File: src/design/uol_pkg.sv
`timescale 1ns / 1ps
// shared types and constants for the unique ordered list engine
// no dependencies

package uol_pkg;

    localparam int DEPTH_DEF = 16;

    // request codes
    typedef enum logic [1:0] {
        REQ_APPEND  = 2'd0,
        REQ_REPLACE = 2'd1,
        REQ_DELETE  = 2'd2,
        REQ_LOCATE  = 2'd3
    } t_req;

    // result status codes
    typedef enum logic [2:0] {
        ST_OK       = 3'd0,
        ST_DUP      = 3'd1,
        ST_NOTFOUND = 3'd2,
        ST_EMPTY    = 3'd3,
        ST_FULL     = 3'd4
    } t_status;

    // which end of the list a located entry is nearer to
    typedef enum logic [1:0] {
        NEAR_EQUAL = 2'd0,
        NEAR_TAIL  = 2'd1,
        NEAR_HEAD  = 2'd2
    } t_nearer;

    // control sequence
    typedef enum logic [1:0] {
        S_IDLE,
        S_CMP,
        S_COMMIT
    } t_state;

    // update applied to every cell of the chain
    typedef enum logic [1:0] {
        OP_NONE,
        OP_WR_TAIL,
        OP_WR_HIT,
        OP_SHIFT
    } t_cell_op;

    typedef struct packed {
        t_cell_op    op;
        logic [31:0] data;
    } t_cell_cmd;

endpackage

File: src/design/uol_cell.sv
`timescale 1ns / 1ps
// one list slot: holds a value, compares it with the request, takes updates
// depends on uol_pkg

module uol_cell
    import uol_pkg::*;
#(
    parameter int DEPTH = DEPTH_DEF,
    parameter int IDX   = 0,
    localparam int CntW = $clog2(DEPTH + 1),
    localparam int PosW = (DEPTH > 1) ? $clog2(DEPTH) : 1
) (
    input  logic            i_clk,
    input  logic            i_cmp_en,
    input  logic [CntW-1:0] i_count,
    input  logic [PosW-1:0] i_pos,
    input  logic [31:0]     i_key,
    input  logic [31:0]     i_new,
    input  t_cell_cmd       i_cmd,
    input  logic [31:0]     i_next_value,
    output logic [31:0]     o_value,
    output logic            o_hit_key,
    output logic            o_hit_new
);

    localparam logic [CntW-1:0] MyIdx = CntW'(IDX);
    localparam logic [PosW-1:0] MyPos = PosW'(IDX);

    logic [31:0] r_value;
    logic [31:0] n_value;
    logic        r_hit_key;
    logic        r_hit_new;
    logic        occ;

    // slot holds a live entry
    assign occ = (MyIdx < i_count);

    // next value from the broadcast command
    always_comb begin
        n_value = r_value;
        case (i_cmd.op)
            OP_WR_TAIL: begin
                if (i_count == MyIdx) n_value = i_cmd.data;
            end
            OP_WR_HIT: begin
                if (r_hit_key) n_value = i_cmd.data;
            end
            OP_SHIFT: begin
                if (MyPos >= i_pos) n_value = i_next_value;
            end
            default: n_value = r_value;
        endcase
    end

    // value storage and registered match flags
    always_ff @(posedge i_clk) begin
        r_value <= n_value;
        if (i_cmp_en) begin
            r_hit_key <= occ && (r_value == i_key);
            r_hit_new <= occ && (r_value == i_new);
        end
    end

    assign o_value   = r_value;
    assign o_hit_key = r_hit_key;
    assign o_hit_new = r_hit_new;

endmodule

File: src/design/uol_chain.sv
`timescale 1ns / 1ps
// row of list cells, each linked to its tail-side neighbour for deletes
// depends on uol_pkg and uol_cell

module uol_chain
    import uol_pkg::*;
#(
    parameter int DEPTH = DEPTH_DEF,
    localparam int CntW = $clog2(DEPTH + 1),
    localparam int PosW = (DEPTH > 1) ? $clog2(DEPTH) : 1
) (
    input  logic             i_clk,
    input  logic             i_cmp_en,
    input  logic [CntW-1:0]  i_count,
    input  logic [PosW-1:0]  i_pos,
    input  logic [31:0]      i_key,
    input  logic [31:0]      i_new,
    input  t_cell_cmd        i_cmd,
    output logic [DEPTH-1:0] o_hit_key,
    output logic [DEPTH-1:0] o_hit_new
);

    logic [31:0] values [DEPTH];

    // cells, each but the last pulling from its tail-side neighbour on a shift
    for (genvar g = 0; g < DEPTH; g++) begin : g_cell
        logic [31:0] next_value;
        if (g < DEPTH - 1) begin : g_link
            assign next_value = values[g + 1];
        end else begin : g_last
            assign next_value = values[g];
        end

        uol_cell #(
            .DEPTH (DEPTH),
            .IDX   (g)
        ) u_cell (
            .i_clk        (i_clk),
            .i_cmp_en     (i_cmp_en),
            .i_count      (i_count),
            .i_pos        (i_pos),
            .i_key        (i_key),
            .i_new        (i_new),
            .i_cmd        (i_cmd),
            .i_next_value (next_value),
            .o_value      (values[g]),
            .o_hit_key    (o_hit_key[g]),
            .o_hit_new    (o_hit_new[g])
        );
    end

endmodule

File: src/design/unique_ordered_list_engine.sv
`timescale 1ns / 1ps
// unique ordered list engine: one request in, one result out
// each request passes the compare step in the cells, then the commit step, which waits
// while an untaken result holds the output; a new request enters at commit or when idle
// the output register lets the next request enter while a result waits
// synchronous active-low reset empties the list; stored values are not cleared
// depends on uol_pkg and uol_chain

module unique_ordered_list_engine
    import uol_pkg::*;
#(
    parameter int DEPTH = DEPTH_DEF,
    localparam int CntW = $clog2(DEPTH + 1),
    localparam int PosW = (DEPTH > 1) ? $clog2(DEPTH) : 1
) (
    input  logic               i_clk,
    input  logic               i_rst_n,
    input  logic               i_in_valid,
    output logic               o_in_ready,
    input  logic [1:0]         i_req_type,
    input  logic signed [31:0] i_key_value,
    input  logic signed [31:0] i_new_value,
    output logic               o_out_valid,
    input  logic               i_out_ready,
    output logic [2:0]         o_status,
    output logic [1:0]         o_nearer_end,
    output logic [3:0]         o_found_position,
    output logic [4:0]         o_entry_count
);

    t_state          r_state, n_state;
    t_req            r_req;
    logic [31:0]     r_key;
    logic [31:0]     r_new;
    logic [CntW-1:0] r_count, n_count;
    logic            r_out_valid;
    t_status         r_status, n_status;
    t_nearer         r_nearer, n_nearer;
    logic [PosW-1:0] r_pos_out;

    logic [DEPTH-1:0] hit_key;
    logic [DEPTH-1:0] hit_new;
    logic [PosW-1:0]  pos;
    logic             any_key;
    logic             any_new;
    logic             commit_go;
    logic             in_acc;
    logic             cmp_en;
    t_cell_cmd        cmd;
    logic [CntW-1:0]  from_tail;
    logic [CntW-1:0]  pos_cnt;
    logic [PosW+3:0]  pos_ext;
    logic [CntW+4:0]  cnt_ext;

    // commit may proceed when the output slot is free or being emptied
    assign commit_go  = !r_out_valid || i_out_ready;
    assign o_in_ready = (r_state == S_IDLE) || (r_state == S_COMMIT && commit_go);
    assign in_acc     = i_in_valid && o_in_ready;
    assign cmp_en     = (r_state == S_CMP);

    // request registers
    always_ff @(posedge i_clk) begin
        if (in_acc) begin
            r_req <= t_req'(i_req_type);
            r_key <= i_key_value;
            r_new <= i_new_value;
        end
    end

    // cell chain
    uol_chain #(
        .DEPTH (DEPTH)
    ) u_chain (
        .i_clk     (i_clk),
        .i_cmp_en  (cmp_en),
        .i_count   (r_count),
        .i_pos     (pos),
        .i_key     (r_key),
        .i_new     (r_new),
        .i_cmd     (cmd),
        .o_hit_key (hit_key),
        .o_hit_new (hit_new)
    );

    // position of the matching cell; at most one cell matches
    always_comb begin
        pos = '0;
        for (int i = 0; i < DEPTH; i++) begin
            if (hit_key[i]) pos = pos | PosW'(i);
        end
    end

    assign any_key   = |hit_key;
    assign any_new   = |hit_new;
    assign pos_cnt   = CntW'(pos);
    assign from_tail = r_count - CntW'(1) - pos_cnt;

    // commit decode: status, count update and cell command
    always_comb begin
        n_status = ST_OK;
        n_nearer = NEAR_EQUAL;
        n_count  = r_count;
        cmd.op   = OP_NONE;
        cmd.data = r_key;
        if (r_req == REQ_APPEND) begin
            if (any_key) begin
                n_status = ST_DUP;
            end else if (r_count >= CntW'(DEPTH)) begin
                n_status = ST_FULL;
            end else begin
                cmd.op  = OP_WR_TAIL;
                n_count = r_count + CntW'(1);
            end
        end else if (r_count == '0) begin
            n_status = ST_EMPTY;
        end else if (!any_key) begin
            n_status = ST_NOTFOUND;
        end else begin
            case (r_req)
                REQ_REPLACE: begin
                    if (any_new) begin
                        n_status = ST_DUP;
                    end else begin
                        cmd.op   = OP_WR_HIT;
                        cmd.data = r_new;
                    end
                end
                REQ_DELETE: begin
                    cmd.op  = OP_SHIFT;
                    n_count = r_count - CntW'(1);
                end
                REQ_LOCATE: begin
                    if (from_tail == pos_cnt) n_nearer = NEAR_EQUAL;
                    else if (from_tail < pos_cnt) n_nearer = NEAR_TAIL;
                    else n_nearer = NEAR_HEAD;
                end
                default: n_status = ST_OK;
            endcase
        end
        if (!(r_state == S_COMMIT && commit_go)) begin
            cmd.op  = OP_NONE;
            n_count = r_count;
        end
    end

    // state register
    always_ff @(posedge i_clk) begin
        if (!i_rst_n) r_state <= S_IDLE;
        else r_state <= n_state;
    end

    // next state
    always_comb begin
        n_state = r_state;
        case (r_state)
            S_IDLE: begin
                if (in_acc) n_state = S_CMP;
            end
            S_CMP: n_state = S_COMMIT;
            S_COMMIT: begin
                if (commit_go) n_state = in_acc ? S_CMP : S_IDLE;
            end
            default: n_state = S_IDLE;
        endcase
    end

    // entry count and output valid
    always_ff @(posedge i_clk) begin
        if (!i_rst_n) begin
            r_count     <= '0;
            r_out_valid <= 1'b0;
        end else begin
            r_count <= n_count;
            if (r_state == S_COMMIT && commit_go) r_out_valid <= 1'b1;
            else if (i_out_ready) r_out_valid <= 1'b0;
        end
    end

    // result payload; an append never reports a position
    always_ff @(posedge i_clk) begin
        if (r_state == S_COMMIT && commit_go) begin
            r_status  <= n_status;
            r_nearer  <= n_nearer;
            r_pos_out <= (r_req == REQ_APPEND) ? '0 : pos;
        end
    end

    assign pos_ext = {4'b0, r_pos_out};
    assign cnt_ext = {5'b0, r_count};

    assign o_out_valid      = r_out_valid;
    assign o_status         = r_status;
    assign o_nearer_end     = r_nearer;
    assign o_found_position = pos_ext[3:0];
    assign o_entry_count    = cnt_ext[4:0];

    // checks
    a_count_range: assert property (@(posedge i_clk) disable iff (!i_rst_n)
        r_count <= CntW'(DEPTH))
        else $error("entry count beyond depth");

    a_hit_unique: assert property (@(posedge i_clk) disable iff (!i_rst_n)
        r_state == S_COMMIT |-> $onehot0(hit_key) && $onehot0(hit_new))
        else $error("more than one cell matched");

    a_delete_count: assert property (@(posedge i_clk) disable iff (!i_rst_n)
        (r_state == S_COMMIT && commit_go && r_req == REQ_DELETE && n_status == ST_OK)
        |=> r_count == $past(r_count) - CntW'(1))
        else $error("delete did not shrink the list");

    a_accept_cmp: assert property (@(posedge i_clk) disable iff (!i_rst_n)
        in_acc |=> r_state == S_CMP)
        else $error("accepted request not compared");

endmodule

File: config.mk
export PLATFORM = sky130hd
export DESIGN_NAME = unique_ordered_list_engine
export DESIGN_NICKNAME = d
export VERILOG_FILES = /design/src/design/uol_pkg.sv /design/src/design/uol_cell.sv /design/src/design/uol_chain.sv /design/src/design/unique_ordered_list_engine.sv
export SDC_FILE = /design/constraint.sdc
export NUM_CORES = 1
export LEC_CHECK = 0
export BUFFER_PORTS_ARGS = -buffer_cell sky130_fd_sc_hd__buf_4
export CORE_ASPECT_RATIO = 0.75
export CORE_UTILIZATION = 58
export DETAILED_ROUTE_END_ITERATION = 6
export PLACE_DENSITY = 0.75
export SYNTH_ARGS = -nofsm -noshare
export SYNTH_HDL_FRONTEND = slang
export SYNTH_HIERARCHICAL = 1
export SYNTH_SLANG_ARGS = --single-unit
File: constraint.sdc
create_clock -name i_clk -period 7.72 [get_ports i_clk]
set_input_delay 0.772 -clock i_clk [delete_from_list [all_inputs] [get_ports i_clk]]
set_output_delay 0.772 -clock i_clk [all_outputs]
set_load 0.03 [all_outputs]
Word-level counts from Yosys, hierarchy flattened --
Index checks and enable logic that the tools add are counted.
Storage, ports and cells: bits in registers 627, bits in latches 0, bits in writable memories 0, ROM bits 0, input bits 70, output and inout bits 16, memories 0
Cells by class: add/sub/neg operators 3, multipliers 0, divide/modulo/power cells 0, magnitude comparators 33, eq/ne operators 108, shift operators 0, multiplexer cells 108, bitwise gates (word level) 2, reductions and logical operators 66
Operators with widths (count):
- 32-bit two-way mux | 49
- 32-bit case mux with 3 select lines | 15
- 32-bit == test | 32
- 34-bit two-way mux | 3
- 2-bit != test, second input constant | 51
- 32-bit case mux with 2 select lines | 1
- 4-bit AND reduction | 15
- 5-bit by 4-bit == test with 1-bit output, second input constant | 8
- 4-bit by 5-bit < comparator with 1-bit output, first input constant | 8
- 1-bit logical AND | 34
- 4-bit two-way mux | 8
- 16-bit OR reduction | 2
- 5-bit two-way mux | 6
- 4-bit greater-or-equal comparator, first input constant | 7
- 3-bit two-way mux | 7
- 5-bit by 3-bit == test with 1-bit output, second input constant | 4
- 3-bit by 5-bit < comparator with 1-bit output, first input constant | 4
- 2-bit two-way mux | 9
- 3-bit by 4-bit greater-or-equal comparator with 1-bit output, first input constant | 4
- 2-bit == test, second input constant | 5
- 5-bit by 2-bit == test with 1-bit output, second input constant | 2
- 1-bit by 5-bit < comparator with 1-bit output, first input constant | 2
- 2-bit by 5-bit < comparator with 1-bit output, first input constant | 2
- 1-bit by 4-bit greater-or-equal comparator with 1-bit output, first input constant | 2
- 24 further kinds | 40

Logic depth before layout (Yosys ltp) --
depth after elaboration 18, mapped depth 12, mapped depth without buffers 12

Cells and area by module --
Netlist, hierarchy kept.
Modules (own cells, without submodules):
- uol_cell at u_chain.g_cell[13].u_cell ... | instances 2, cells an instance 169, area an instance 2197.1 um^2
- uol_cell at u_chain.g_cell[2].u_cell ... | instances 2, cells an instance 169, area an instance 2195.9 um^2
- unique_ordered_list_engine | instances 1, cells an instance 250, area an instance 3882.5 um^2
- uol_cell at u_chain.g_cell[10].u_cell | instances 1, cells an instance 171, area an instance 2239.6 um^2
- uol_cell at u_chain.g_cell[12].u_cell | instances 1, cells an instance 170, area an instance 2225.9 um^2
- uol_cell at u_chain.g_cell[5].u_cell | instances 1, cells an instance 171, area an instance 2223.4 um^2
- uol_cell at u_chain.g_cell[6].u_cell | instances 1, cells an instance 170, area an instance 2215.9 um^2
- uol_cell at u_chain.g_cell[1].u_cell | instances 1, cells an instance 170, area an instance 2214.6 um^2
- uol_cell at u_chain.g_cell[4].u_cell | instances 1, cells an instance 171, area an instance 2214.6 um^2
- uol_cell at u_chain.g_cell[3].u_cell | instances 1, cells an instance 170, area an instance 2213.4 um^2
- uol_cell at u_chain.g_cell[9].u_cell | instances 1, cells an instance 170, area an instance 2209.6 um^2
- uol_cell at u_chain.g_cell[0].u_cell | instances 1, cells an instance 170, area an instance 2203.4 um^2
- uol_cell at u_chain.g_cell[11].u_cell | instances 1, cells an instance 171, area an instance 2195.9 um^2
- uol_cell at u_chain.g_cell[7].u_cell | instances 1, cells an instance 169, area an instance 2187.1 um^2
- uol_cell at u_chain.g_cell[15].u_cell | instances 1, cells an instance 162, area an instance 2128.3 um^2

Worst setup path before layout --
Ideal clock, no wire load.
path kind register -> register, start reg r_count[0] (netlist: o_entry_count[0]), end reg u_chain.g_cell[4].u_cell.r_value[0] (enable), setup time 0.475 ns, arrival 6.001 ns, path slack 1.244 ns, cell stages (with the launch flop) 12, path buffers 2, clock period less this slack 6.476 ns, path through dfxtp_1 > inv_1 > ha_1 > or4b_4 > nor2b_4 > and2_4 > o2111a_1 > ha_1 > buf_2 > buf_2 > a31oi_1 > a221oi_1
RTL lines:
- start, declared | line unique_ordered_list_engine.sv:35 | logic [CntW-1:0] r_count, n_count;
- start signal, assigned | line unique_ordered_list_engine.sv:173 | r_count <= n_count;
- end signal, assigned | line uol_cell.sv:57 | r_value <= n_value;
- end, declared | line uol_cell.sv:29 | logic [31:0] r_value;

==> results.ini <==
[worst_setup_path]
critical_path_required_ns = 8.01
crit_fanout = 34
endpoint_kind = flop
cp-start-kind = flop
setup.worst_path.class = reg2reg
data_arrival_critical_path_ns = 5.62

[die]
rows = 82
io-pin-count = 86
dieArea_mm2 = 0.0685
die_x_um = 302
core_footprint_mm2 = 0.0668
floorplan.initialDensity_pct = 58.6
fp.dieH_um = 227

[timing]
report.final.setup_viol = 0
layout_setup_ws_ns = 2.39
maxSlewViolCount = 0
total_neg_setup_slack_ns = 0
max_slew_headroom_pct = 16.9
slew_at_the_pin_with_the_worst_max_slew_slack_ns = 1.24
final.min_clock_period_ns = 5.33
grt_setup_unrepaired = false
hold_violations = 0
worst_case_clock_skew_ns = 0.0307
timing.final.crit_share_pct = 69.1
whs_ns = 0.304
max_clock_freq_ghz = 0.188

[drt]
avgRoutedWirePerCell_um = 43.8
antenna_left = 0
detail_route.iter0.violations = 6743
drt-pass1-iter-count = 7
dr_total_vias = 30600
post-route-drc-count = 8
vias_per_std_cell = 7.51
finalWirelength_mm = 179

[run_status]
outcome = finished with violations
violated_checks = DRC

[power_and_ir_drop]
net-switching-power_mw = 2.13
pwr_density_cell_mw_per_mm2 = 183
finalPower_mw = 7.94
swShare_pct = 26.8
power.ir.vdd_worst_mv = 0.243
cellInternalPower_mw = 5.81
pwr-share-seq_pct = 47.6
clkPwrFrac_pct = 39.2
p_leak_nw = 15.1
comb_power_share_pct = 13.1

[clocking]
clock_path_buffers = 3
htreeDepth = 3
clkSinkCount = 627
clkLatencyLatePin_ns = 0.64
clkSlewWorstSetupHoldPaths_ns = 0.06
cts_resized = 0
tritoncts = yes
post_cts_hold_buffer_count = 0
clock_tree.root_cell = clkbuf_16
numCtsBuffers = 66
postCtsSetupBuffers = 0

[final_layout]
number_of_fill_cells_in_the_layout = 4963
nets = 3277
area.growth.synth_to_final_pct = 11.1
final_cell_area_mm2 = 0.0435
fin_cells = 4081
drive_above_1_share_pct = 27.8
final_util_pct = 65.1

[logic_synthesis]
synth_area_leaders = edfxtp_1 (47%), xor2_1 (20%), mux2_2 (15%), xnor2_1 (3.4%), nor4_1 (3.3%)
synth_fp_nets = 3091
synth_largest_area_cell = edfxtp_1
most_used_standard_cell_by_instance_count_after_synthesis = xor2_1
synthesis.instances = 2961
yosysWarningCount = 6
synth_top_area_share_pct = 47.5
async_flop_share_pct = 0
post_synth_num_cell_types = 66
synth.ff_latch_count = 627
synthesis.area_mm2 = 0.0391
synth_enable_flop_cells = 619
synth_seq_area_share_pct = 47.9
synthFlopType = edfxtp_1
synthesis.area_per_instance_um2 = 13.2
synth_commonest_cells = xor2_1 (883), edfxtp_1 (619), mux2_2 (512)

[place]
dpl.cell_count = 3961
pre_cts_worst_setup_slack_ns = 2.69
final_replace_weighted_congestion = 1.01
place_hpwl_mm = 104
number_of_buffers_added_on_ports = 85
detailed_place.area_mm2 = 0.0415

[hold_path]
tightest_hold_check_type = in2reg

[global_routing]
grtUsageTotal_pct = 51.7
gr-total-overflow = 0
number_of_antenna_violations_at_the_first_check_in_global_routing = 18
first_global_vias = 28200
pin_count_of_the_biggest_net_entering_global_routing = 65
grt_first_pass_wirelength_mm = 236

[flow_run]
timing.max_cap.violations = 0

## layout by cell type, fill, tap and decap left out, types with 7 or more instances in the layout
cell type / count
edfxtp_1: 619
nor2_1: 33
clkbuf_16: 71
nand3_1: 34
nand4_1: 79
mux2_4: 30
nor4_2: 38
clkbuf_1: 16
a221oi_4: 11
nor3_1: 25
clkinv_2: 8
inv_1: 63
a21oi_1: 26
xor2_1: 883
xnor2_1: 150
dfxtp_1: 7
mux2_2: 514
diode_2: 13
ha_1: 59
nand2_1: 16
buf_4: 187
nor4_1: 207
## worst paths after layout
path                                                 startpoint                                         endpoint  slack, ns  cells after the start
hold / removal                                   i_new_value[5]                               r_new[5]$_DFFE_PP_       0.30                      1
setup / recovery  u_chain/g_cell[10].u_cell/o_hit_new$_DFFE_PP_  u_chain/g_cell[14].u_cell/o_value[15]$_DFFE_PP_       2.39                      8
setup reg to reg  u_chain/g_cell[10].u_cell/o_hit_new$_DFFE_PP_  u_chain/g_cell[14].u_cell/o_value[15]$_DFFE_PP_       2.39                      8
hold reg to reg                        o_out_valid$_SDFFE_PN0P_                         o_out_valid$_SDFFE_PN0P_       0.49                      2
## layout make-up
class | instances | area [um2] | area share (%)
Multi-Input combinational cell | 2202 | 20000 | 45.9
Sequential cell | 627 | 18700 | 43.1
Clock buffer | 87 | 1840 | 4.22
Timing Repair Buffer | 187 | 1400 | 3.23
Tap cell | 882 | 1100 | 2.54
Inverter | 63 | 236 | 0.544
Clock inverter | 20 | 155 | 0.357
Antenna cell | 13 | 32.5 | 0.0748
## state kept, by name (all words and copies together) (netlist names)
signal	cells
u_chain/g_cell.u_cell/o_hit_key	16
o_status	3
r_new	32
o_nearer_end	2
r_req	2
o_found_position	4
o_entry_count	5
u_chain/g_cell.u_cell/o_hit_new	16
r_state	2
r_key	32
o_out_valid	1
u_chain/g_cell.u_cell/o_value	512
## layer usage
| layer | part of all wire, % | global-route usage, % |
|---|---|---|
| met5 | 0.19 | 2.59 |
| met4 | 7.3 | 31.5 |
| met3 | 19 | 26.1 |
| met2 | 38 | 66.5 |
| met1 | 35 | 68.1 |
## critical path: stages (launching register included)
cell	delay (ns)
edfxtp_1	0.45
nor4_1	0.93
nand4_1	0.50
nor2_1	0.47
o2111a_2	0.69
ha_2	0.95
o22ai_1	0.23
a221oi_4	0.28
buf_4	0.43
## power by group through the flow
stage	clock, mW	sequential, mW	combinational, mW
3_5_place_dp	0	3.86	0.948
4_1_cts	3.10	3.78	0.955
2_1_floorplan	0	3.96	0.386
5_1_grt	3.20	3.78	1.01
3_3_place_gp	0	3.85	0.939
6_report	3.12	3.78	1.04
## cells by family after synthesis
| logic type | count (synthesis) | synth area share (%) |
|---|---|---|
| AO/OA/AOI/OAI | 77 | 1.33 |
| AND/OR/NAND/NOR | 482 | 8.01 |
| multiplexers | 549 | 16.1 |
| buffers and inverters | 132 | 1.63 |
| flip-flops | 627 | 47.9 |
| XOR/XNOR | 1033 | 23.1 |
| adder cells (fa/ha/maj) | 61 | 1.94 |
(Power assumes the default switching activity.)
